[config.mk]
export PLATFORM = sky130hd
export DESIGN_NAME = adaptive_sampling_rate_controller
export DESIGN_NICKNAME = d
export VERILOG_FILES = /design/src/hw/rtl/asrc_pkg.sv /design/src/hw/rtl/asrc_muldiv.sv /design/src/hw/rtl/adaptive_sampling_rate_controller.sv
export SDC_FILE = /design/constraint.sdc
export NUM_CORES = 2
export LEC_CHECK = 0
export BUFFER_PORTS_ARGS = -buffer_cell sky130_fd_sc_hd__buf_2
export CAP_MARGIN = 20
export CORE_ASPECT_RATIO = 1.2
export CORE_UTILIZATION = 59
export DETAILED_ROUTE_END_ITERATION = 12
export PLACE_DENSITY = 0.85
export RECOVER_POWER = 50
export REMOVE_ABC_BUFFERS = 1
export SYNTH_ARGS = -nofsm -noshare
export SYNTH_HDL_FRONTEND = slang
export SYNTH_SLANG_ARGS = --single-unit
[constraint.sdc]
create_clock -name clock -period 11.75 [get_ports clock]
set_clock_uncertainty 0.2 [all_clocks]
set_input_delay 2.35 -clock clock [delete_from_list [all_inputs] [get_ports clock]]
set_output_delay 2.35 -clock clock [all_outputs]
set_load 0.01 [all_outputs]
[src/hw/rtl/asrc_pkg.sv]
// Shared types and constants of the adaptive sampling rate controller.
`timescale 1ns / 1ps

package asrc_pkg;

   // Field widths
   localparam int unsigned RATE_W  = 20;
   localparam int unsigned COUNT_W = 32;
   localparam int unsigned IVAL_W  = 32;
   localparam int unsigned TIME_W  = 48;
   localparam int unsigned RANGE_W = 15;

   // Datapath widths: the widest product is rate * time * range
   localparam int unsigned DIV_W   = RATE_W + TIME_W + RANGE_W + 1;
   localparam int unsigned DEN_W   = COUNT_W + RATE_W;
   localparam int unsigned CHUNK_W = 24;
   localparam int unsigned PROD_W  = 2 * CHUNK_W;
   localparam int unsigned OPA_W   = 3 * CHUNK_W;
   localparam int unsigned SHIFT_W = 7;

   // Microseconds per second
   localparam logic [RATE_W-1:0] USEC_PER_SEC = 20'd1000000;

   // Significant dividend bits of each division pass
   localparam logic [SHIFT_W-1:0] DIV_BITS_FIRST = 7'd84;
   localparam logic [SHIFT_W-1:0] DIV_BITS_EVER  = 7'd66;
   localparam logic [SHIFT_W-1:0] DIV_BITS_BLEND = 7'd56;

   // Datapath operations
   typedef enum logic [2:0] {
      DP_HOLD,
      DP_CLEAR,
      DP_MAC,
      DP_PRESHIFT,
      DP_DIV
   } dp_op_type;

   // One command to the shared multiply/divide unit
   typedef struct packed {
      dp_op_type          op;
      logic [1:0]         chunk;
      logic [CHUNK_W-1:0] mul_a;
      logic [CHUNK_W-1:0] mul_b;
      logic [SHIFT_W-1:0] shift_amt;
      logic [DEN_W-1:0]   divisor;
   } dp_cmd_type;

endpackage

[src/hw/rtl/asrc_muldiv.sv]
// Shared multiply-accumulate and restoring divide unit of the controller.
`timescale 1ns / 1ps

module asrc_muldiv
   import asrc_pkg::*;
(
   input  logic             clock,
   input  dp_cmd_type       cmd,
   output logic [DIV_W-1:0] acc
);

   logic [DIV_W-1:0] acc_ff, acc_in;
   logic [DEN_W-1:0] rem_ff, rem_in;

   logic [PROD_W-1:0] prod;
   logic [DIV_W-1:0]  prod_ext;
   logic [DIV_W-1:0]  addend;
   logic [DEN_W:0]    rem_sh;
   logic [DEN_W:0]    rem_diff;
   logic              rem_ge;

   // One 24x24 multiplier, product placed at the chunk position
   assign prod     = PROD_W'(cmd.mul_a) * PROD_W'(cmd.mul_b);
   assign prod_ext = DIV_W'(prod);

   always_comb begin
      unique case (cmd.chunk)
         2'd0:    addend = prod_ext;
         2'd1:    addend = prod_ext << CHUNK_W;
         2'd2:    addend = prod_ext << (2 * CHUNK_W);
         default: addend = '0;
      endcase
   end

   // One restoring divide step: next dividend bit into the remainder
   assign rem_sh   = {rem_ff, acc_ff[DIV_W-1]};
   assign rem_diff = rem_sh - {1'b0, cmd.divisor};
   assign rem_ge   = (rem_sh >= {1'b0, cmd.divisor});

   always_comb begin
      acc_in = acc_ff;
      rem_in = rem_ff;
      unique case (cmd.op)
         DP_HOLD: begin
         end
         DP_CLEAR: begin
            acc_in = '0;
            rem_in = '0;
         end
         DP_MAC: begin
            acc_in = acc_ff + addend;
         end
         DP_PRESHIFT: begin
            acc_in = acc_ff << cmd.shift_amt;
            rem_in = '0;
         end
         DP_DIV: begin
            acc_in = {acc_ff[DIV_W-2:0], rem_ge};
            rem_in = rem_ge ? rem_diff[DEN_W-1:0] : rem_sh[DEN_W-1:0];
         end
         default: begin
         end
      endcase
   end

   always_ff @(posedge clock) begin
      acc_ff <= acc_in;
      rem_ff <= rem_in;
   end

   assign acc = acc_ff;

endmodule

[src/hw/rtl/adaptive_sampling_rate_controller.sv]
// Top level of the adaptive sampling rate controller: sequencer and state.
`timescale 1ns / 1ps

// Keeps a sampling range in [1, SAMPLING_BASE] so that sampled events arrive
// at csr_expected_rate per second. A sample request (kind 0) and a grab round
// with no new samples go straight from idle to the finish state. A grab round
// with new samples runs on one shared 24x24 multiply-accumulate and
// one-bit-per-cycle divider: the first grab takes 84 divide steps, later
// rounds of at least one second 66, and later rounds shorter than one second
// add a second pass of 56 divide steps by 1e6 for the blend. The block takes
// one request at a time; a finished response sits in an output register while
// the next request is accepted. The user must write the expected rate
// register only while no request is in flight; the block does not enforce it.

module adaptive_sampling_rate_controller
   import asrc_pkg::*;
#(
   parameter int unsigned SAMPLING_BASE = 16384
) (
   input  logic                      clock,
   input  logic                      reset,
   // request channel
   input  logic                      req_valid,
   output logic                      req_ready,
   input  logic                      req_kind,
   input  logic [COUNT_W-1:0]        req_total_count,
   input  logic signed [IVAL_W-1:0]  req_round_interval_us,
   input  logic [TIME_W-1:0]         req_now_us,
   // response channel
   output logic                      rsp_valid,
   input  logic                      rsp_ready,
   output logic [RANGE_W-1:0]        rsp_range,
   output logic                      rsp_wakeup,
   // configuration
   input  logic                      csr_valid,
   output logic                      csr_ready,
   input  logic [RATE_W-1:0]         csr_expected_rate
);

   localparam logic [RANGE_W-1:0] BASE_R = RANGE_W'(SAMPLING_BASE);

   typedef enum logic [10:0] {
      ST_IDLE   = 11'b000_0000_0001,
      ST_SETUP  = 11'b000_0000_0010,
      ST_MUL1   = 11'b000_0000_0100,
      ST_LOADA  = 11'b000_0000_1000,
      ST_MUL2   = 11'b000_0001_0000,
      ST_PRESH  = 11'b000_0010_0000,
      ST_DIV    = 11'b000_0100_0000,
      ST_LOADB  = 11'b000_1000_0000,
      ST_MUL3   = 11'b001_0000_0000,
      ST_ADDOLD = 11'b010_0000_0000,
      ST_FINISH = 11'b100_0000_0000
   } fsm_state_type;

   fsm_state_type state_ff, state_in;

   logic [RATE_W-1:0]  expected_ff, expected_in;
   logic [RANGE_W-1:0] range_ff, range_in;
   logic [COUNT_W-1:0] last_count_ff, last_count_in;
   logic               ever_ff, ever_in;
   logic [TIME_W-1:0]  stamp_ff, stamp_in;
   logic [COUNT_W-1:0] pre_cnt_ff, pre_cnt_in;

   logic [COUNT_W-1:0] round_ff, round_in;
   logic [DEN_W-1:0]   den_ff, den_in;
   logic [TIME_W-1:0]  interval_ff, interval_in;
   logic [OPA_W-1:0]   opa_ff, opa_in;
   logic [1:0]         chunk_ff, chunk_in;
   logic [SHIFT_W-1:0] cnt_ff, cnt_in;
   logic               blend_ff, blend_in;
   logic               upd_ff, upd_in;
   logic               wake_ff, wake_in;

   logic               rsp_valid_ff, rsp_valid_in;
   logic [RANGE_W-1:0] rsp_range_ff, rsp_range_in;
   logic               rsp_wakeup_ff, rsp_wakeup_in;

   dp_cmd_type         cmd;
   logic [DIV_W-1:0]   acc;

   logic               req_accept;
   logic               slot_free;
   logic [COUNT_W-1:0] round_cur;
   logic [TIME_W-1:0]  ival_pos;
   logic [TIME_W-1:0]  ival_sel;
   logic [CHUNK_W-1:0] opa_chunk;
   logic               short_round;
   logic [RANGE_W-1:0] clamped;

   assign req_ready  = (state_ff == ST_IDLE);
   assign req_accept = req_valid & req_ready;
   assign csr_ready  = 1'b1;
   assign slot_free  = ~rsp_valid_ff | rsp_ready;

   // Interval of a grab round: negative is zero, first grab after samples uses the stamp
   assign round_cur = req_total_count - last_count_ff;
   assign ival_pos  = req_round_interval_us[IVAL_W-1] ? '0 :
                      TIME_W'(req_round_interval_us[IVAL_W-2:0]);
   always_comb begin
      if (~ever_ff && (pre_cnt_ff != '0)) begin
         ival_sel = (req_now_us >= stamp_ff) ? (req_now_us - stamp_ff) : '0;
      end else begin
         ival_sel = ival_pos;
      end
   end

   // Operand chunk for the multiply-accumulate
   always_comb begin
      unique case (chunk_ff)
         2'd0:    opa_chunk = opa_ff[CHUNK_W-1:0];
         2'd1:    opa_chunk = opa_ff[2*CHUNK_W-1:CHUNK_W];
         2'd2:    opa_chunk = opa_ff[3*CHUNK_W-1:2*CHUNK_W];
         default: opa_chunk = '0;
      endcase
   end

   assign short_round = (interval_ff < TIME_W'(USEC_PER_SEC));

   // Clamp the final quotient to [1, SAMPLING_BASE]
   always_comb begin
      priority if (acc == '0) begin
         clamped = RANGE_W'(1);
      end else if (acc > DIV_W'(BASE_R)) begin
         clamped = BASE_R;
      end else begin
         clamped = acc[RANGE_W-1:0];
      end
   end

   // Sequencer
   always_comb begin
      state_in      = state_ff;
      expected_in   = expected_ff;
      range_in      = range_ff;
      last_count_in = last_count_ff;
      ever_in       = ever_ff;
      stamp_in      = stamp_ff;
      pre_cnt_in    = pre_cnt_ff;
      round_in      = round_ff;
      den_in        = den_ff;
      interval_in   = interval_ff;
      opa_in        = opa_ff;
      chunk_in      = chunk_ff;
      cnt_in        = cnt_ff;
      blend_in      = blend_ff;
      upd_in        = upd_ff;
      wake_in       = wake_ff;
      rsp_valid_in  = rsp_valid_ff & ~rsp_ready;
      rsp_range_in  = rsp_range_ff;
      rsp_wakeup_in = rsp_wakeup_ff;

      cmd           = '0;
      cmd.op        = DP_HOLD;

      if (csr_valid && csr_ready) begin
         expected_in = csr_expected_rate;
      end

      unique case (state_ff)
         ST_IDLE: begin
            if (req_accept) begin
               upd_in   = 1'b0;
               wake_in  = 1'b0;
               blend_in = 1'b0;
               state_in = ST_FINISH;
               if (~req_kind) begin
                  // sample request: count before the first grab
                  if (~ever_ff) begin
                     if (pre_cnt_ff != '1) begin
                        pre_cnt_in = pre_cnt_ff + COUNT_W'(1);
                     end
                     if (pre_cnt_ff == '0) begin
                        stamp_in = req_now_us;
                     end else if (pre_cnt_ff >= COUNT_W'(expected_ff)) begin
                        wake_in = 1'b1;
                     end
                  end
               end else if (round_cur != '0) begin
                  // grab round with new samples
                  last_count_in = req_total_count;
                  round_in      = round_cur;
                  interval_in   = ival_sel;
                  opa_in        = OPA_W'(ival_sel);
                  upd_in        = 1'b1;
                  state_in      = ST_SETUP;
               end
            end
         end
         ST_SETUP: begin
            den_in   = DEN_W'(round_ff) * DEN_W'(USEC_PER_SEC);
            cmd.op   = DP_CLEAR;
            chunk_in = 2'd0;
            state_in = ST_MUL1;
         end
         ST_MUL1: begin
            // rate * interval
            cmd.op    = DP_MAC;
            cmd.chunk = chunk_ff;
            cmd.mul_a = opa_chunk;
            cmd.mul_b = CHUNK_W'(expected_ff);
            chunk_in  = chunk_ff + 2'd1;
            if (chunk_ff == 2'd1) begin
               state_in = ST_LOADA;
            end
         end
         ST_LOADA: begin
            opa_in   = acc[OPA_W-1:0];
            cmd.op   = DP_CLEAR;
            chunk_in = 2'd0;
            state_in = ST_MUL2;
         end
         ST_MUL2: begin
            // times the old range, or the base on the first grab
            cmd.op    = DP_MAC;
            cmd.chunk = chunk_ff;
            cmd.mul_a = opa_chunk;
            cmd.mul_b = ever_ff ? CHUNK_W'(range_ff) : CHUNK_W'(BASE_R);
            chunk_in  = chunk_ff + 2'd1;
            if (chunk_ff == 2'd2) begin
               state_in = ST_PRESH;
            end
         end
         ST_PRESH: begin
            // align the dividend so only its significant bits are stepped
            cmd.op = DP_PRESHIFT;
            priority if (blend_ff) begin
               cnt_in = DIV_BITS_BLEND;
            end else if (ever_ff) begin
               cnt_in = DIV_BITS_EVER;
            end else begin
               cnt_in = DIV_BITS_FIRST;
            end
            cmd.shift_amt = SHIFT_W'(DIV_W) - cnt_in;
            state_in      = ST_DIV;
         end
         ST_DIV: begin
            cmd.op      = DP_DIV;
            cmd.divisor = blend_ff ? DEN_W'(USEC_PER_SEC) : den_ff;
            cnt_in      = cnt_ff - SHIFT_W'(1);
            if (cnt_ff == SHIFT_W'(1)) begin
               if (~blend_ff && ever_ff && short_round) begin
                  state_in = ST_LOADB;
               end else begin
                  state_in = ST_FINISH;
               end
            end
         end
         ST_LOADB: begin
            // short round: blend old and new ranges
            opa_in   = acc[OPA_W-1:0];
            blend_in = 1'b1;
            cmd.op   = DP_CLEAR;
            chunk_in = 2'd0;
            state_in = ST_MUL3;
         end
         ST_MUL3: begin
            cmd.op    = DP_MAC;
            cmd.chunk = chunk_ff;
            cmd.mul_a = opa_chunk;
            cmd.mul_b = interval_ff[CHUNK_W-1:0];
            chunk_in  = chunk_ff + 2'd1;
            if (chunk_ff == 2'd2) begin
               state_in = ST_ADDOLD;
            end
         end
         ST_ADDOLD: begin
            cmd.op    = DP_MAC;
            cmd.chunk = 2'd0;
            cmd.mul_a = CHUNK_W'(range_ff);
            cmd.mul_b = CHUNK_W'(USEC_PER_SEC - interval_ff[RATE_W-1:0]);
            state_in  = ST_PRESH;
         end
         ST_FINISH: begin
            if (slot_free) begin
               rsp_valid_in  = 1'b1;
               rsp_wakeup_in = wake_ff;
               if (upd_ff) begin
                  range_in     = clamped;
                  ever_in      = 1'b1;
                  rsp_range_in = clamped;
               end else begin
                  rsp_range_in = range_ff;
               end
               state_in = ST_IDLE;
            end
         end
         default: begin
            state_in = ST_IDLE;
         end
      endcase
   end

   // Control and architectural state
   always_ff @(posedge clock) begin
      if (reset) begin
         state_ff      <= ST_IDLE;
         expected_ff   <= RATE_W'(1000);
         range_ff      <= BASE_R;
         last_count_ff <= '0;
         ever_ff       <= 1'b0;
         stamp_ff      <= '0;
         pre_cnt_ff    <= '0;
         rsp_valid_ff  <= 1'b0;
      end else begin
         state_ff      <= state_in;
         expected_ff   <= expected_in;
         range_ff      <= range_in;
         last_count_ff <= last_count_in;
         ever_ff       <= ever_in;
         stamp_ff      <= stamp_in;
         pre_cnt_ff    <= pre_cnt_in;
         rsp_valid_ff  <= rsp_valid_in;
      end
   end

   // Working registers and response payload
   always_ff @(posedge clock) begin
      round_ff      <= round_in;
      den_ff        <= den_in;
      interval_ff   <= interval_in;
      opa_ff        <= opa_in;
      chunk_ff      <= chunk_in;
      cnt_ff        <= cnt_in;
      blend_ff      <= blend_in;
      upd_ff        <= upd_in;
      wake_ff       <= wake_in;
      rsp_range_ff  <= rsp_range_in;
      rsp_wakeup_ff <= rsp_wakeup_in;
   end

   asrc_muldiv u_muldiv (
      .clock (clock),
      .cmd   (cmd),
      .acc   (acc)
   );

   assign rsp_valid  = rsp_valid_ff;
   assign rsp_range  = rsp_range_ff;
   assign rsp_wakeup = rsp_wakeup_ff;

endmodule

==> results.toml <==
[hold_path]
hold_path_end = "stamp_ff[43]"
min_path_type = "reg2reg"
min_from = "stamp_ff[43]"
min_path_cells = 2

[sta]
hold_viol_final = 0
tns_ps = -7760
fmax_mhz = 81.0
min_period_over_period_pct = 105
holdWs_ps = 250
fin_ws_ps = -594
finalSetupViolations = 23
slew_violations = 533
rsz0062_at_grt = "true"
max-slew-margin-rel_pct = -199
min_period_ps = 12340
worst_pin_slew_ps = 4480

[synth]
synth_area_um2 = 63700
ys_seq_area_share_pct = 22.1
synth_warnings = 0
synthFlopType = "edfxtp_1"
synth_edf_count = 362
yosysTopAreaCellShare_pct = 19.5
synth_top_cells_by_area = "fa_1, edfxtp_1, ha_1, nand2_1, inv_1"
synth_seq_cells = 522
yosysUniqueCellTypes = 93
syn_avg_cell_area_um2 = 8.71
synth_top_area_cell = "fa_1"
yosysMostFrequentCell = "nand2_1"
synthArstFlopShare_pct = 0
synth_top_cells_by_count = "nand2_1, inv_1, fa_1"
syn_inst = 7319

[setup_path]
critPathMaxStageDelay_ps = 610
reg2reg_depth = 50
cp-end-kind = "register"
r2r-start = "interval_ff[0]"
startpoint_type = "register"
reg2reg_setup_slack_ps = -590
cp_slowest_cell = "fa_1"
crit_family = "adder cells"
path_buf_inv = 8
r2r_end = "u_muldiv.acc[83]"
worstPathRequired_ps = 11900
crit_type = "reg2reg"
path_max_fanout = 8
critPathArrivalTime_ps = 12490

[clocking]
cts_buffers = 56
insertion_delay_ps = 700
cts_root_buf = "clkbuf_16"
cts.sinks = 522
cts_hold_buf = 0
htree_levels = 2
cts_buffer_depth = 3
cts_tree = "done"
clk_pin_slew_ps = 70

[floorplan]
rows = 131
fp.dieW_um = 302
initial_utilization_pct = 59.7
ios = 157
core-area_um2 = 107000
die-area_um2 = 109000
fp.dieH_um = 362

[global_routing]
grt_pass1_wl_um = 346000
grt.busiest_layer = "met2"
grt_use_met2_pct = 66.0
grt_max_degree = 96
grt.total_usage_pct = 41.5
overflow = 0
met3_usage_pct = 10.2
grt_pass1_vias = 60367
antenna_found_initial = 18
use_met1_pct = 48.4

[power]
power_density_nw_per_um2 = 133
report.power.total_uw = 10100
power.leakage_uw = 0.0346
ir_drop_mv = 0.390

[finish]
drive_above_1_share_pct = 18.4
multi_input_area_um2 = 46400
fill_cells = 7597
final_cells = 9539
final_util_pct = 71.2
area_growth_pct = 19.3
regArea_um2 = 14100
layout.nets = 9414

[drt]
wl_um = 230000
drc = 2
viasPerCell = 6.32
num_vias = 60285
firstDrtPassIters = 13
drt_iter0_markers = 6922
wl_per_cell_um = 24.1
ant_nets = 0

[placed_design]
dp_hpwl_um = 179000
numPortBuffers = 155
globalplace.congestion = 1.08
dp_cells = 9329

[outcome]
violations = "DRC, capacitance limit, slew limit, setup timing"
status = "finished with violations"

[flow_run]
maxCapViolations = 10
[metal layers]
layer,wire length (µm),share of wire [%]
met3,24000,10
met2,105000,46
met4,21300,9.2
met5,80,0.035
met1,79700,35
[per-stage QoR]
stage | cell area [µm²] | setup WS, ps
2_1_floorplan | 62400 | -1330
3_3_place_gp | 71400 | -1230
3_5_place_dp | 71400 | -1550
4_1_cts | 74800 | -309
5_1_grt | 76000 | -895
6_report | 76000 | -594
[registers in the layout (all words and copies together), names as in the netlist, 2 cells and up]
signal           flops
chunk_ff             2
cnt_ff               7
den_ff              46
expected_ff         20
interval_ff         48
last_count_ff       32
opa_ff              72
pre_cnt_ff          32
range_ff            15
round_ff            32
rsp_range           15
stamp_ff            48
state_ff            11
u_muldiv.acc        84
u_muldiv.rem_ff     52
[cells in the final DEF, fill, tap and decap left out, types with 109 or more instances in the layout]
cell,Yosys,layout
fa_1,621,601
xnor2_1,185,182
a21o_1,191,190
xor2_1,115,109
o21ai_0,306,271
ha_1,565,529
nand2_1,1046,1020
edfxtp_1,362,362
mux2i_1,254,253
buf_2,0,133
buf_4,2,796
inv_1,999,966
a21oi_1,425,383
dfxtp_1,160,160
nor2_1,487,469
[report_power, final]
group | total [µW] | leakage [µW] | switching, µW | internal [µW]
Combinational | 5630 | 0.0290 | 3260 | 2360
Clock | 1940 | 0.000948 | 850 | 1090
Sequential | 2510 | 0.00461 | 123 | 2390
[worst max path at each step]
stage                         startpoint                  end  cells past startpoint
after floorplan              state_ff[9]  u_muldiv.rem_ff[42]                     17
after global placement    interval_ff[0]     u_muldiv.acc[79]                     52
after detailed placement  interval_ff[1]     u_muldiv.acc[79]                     49
after CTS                 interval_ff[0]     u_muldiv.acc[83]                     48
after global routing      interval_ff[0]     u_muldiv.acc[79]                     51
final                     interval_ff[0]     u_muldiv.acc[83]                     50
[worst min-delay path, cell delays in order (launching register included)]
cell and delay [ps]:
dfxtp_1 310, nand2_1 50, a21oi_1 50
[final cells by class]
class / count / area share (%)
tap: 1396 / 2.30
timing repair buffer: 1040 / 10.5
sequential: 522 / 18.5
clock inverter: 41 / 0.695
multi-input combinational: 5468 / 61.1
clock buffer: 63 / 1.92
inverter: 1002 / 4.95
antenna: 7 / 0.0230
[cell families (layout without fill, tap and decap cells)]
| logic type | Yosys count | in the layout | share of synthesized area (%) |
|---|---|---|---|
| adder cells (fa/ha/maj) | 1186 | 1186 | 30.6 |
| flip-flops | 522 | 522 | 22.1 |
| AO/OA/AOI/OAI | 1521 | 1521 | 15.5 |
| buffers and inverters | 1329 | 2146 | 7.93 |
| XOR/XNOR | 300 | 300 | 4.12 |
| AND/OR/NAND/NOR | 2164 | 2164 | 15.1 |
| multiplexers | 296 | 296 | 4.73 |
| other | 1 | 8 | 0.00588 |
[repair_timing]
| item | CTS | global route |
|---|---|---|
| cloned | 0 | 1 |
| buffers inserted | 34 | 67 |
| pin swaps | 176 | 142 |
| endpoints found under the setup margin | 44 | 48 |
| gates resized for setup | 246 | 190 |
(Power assumes the default switching activity.)
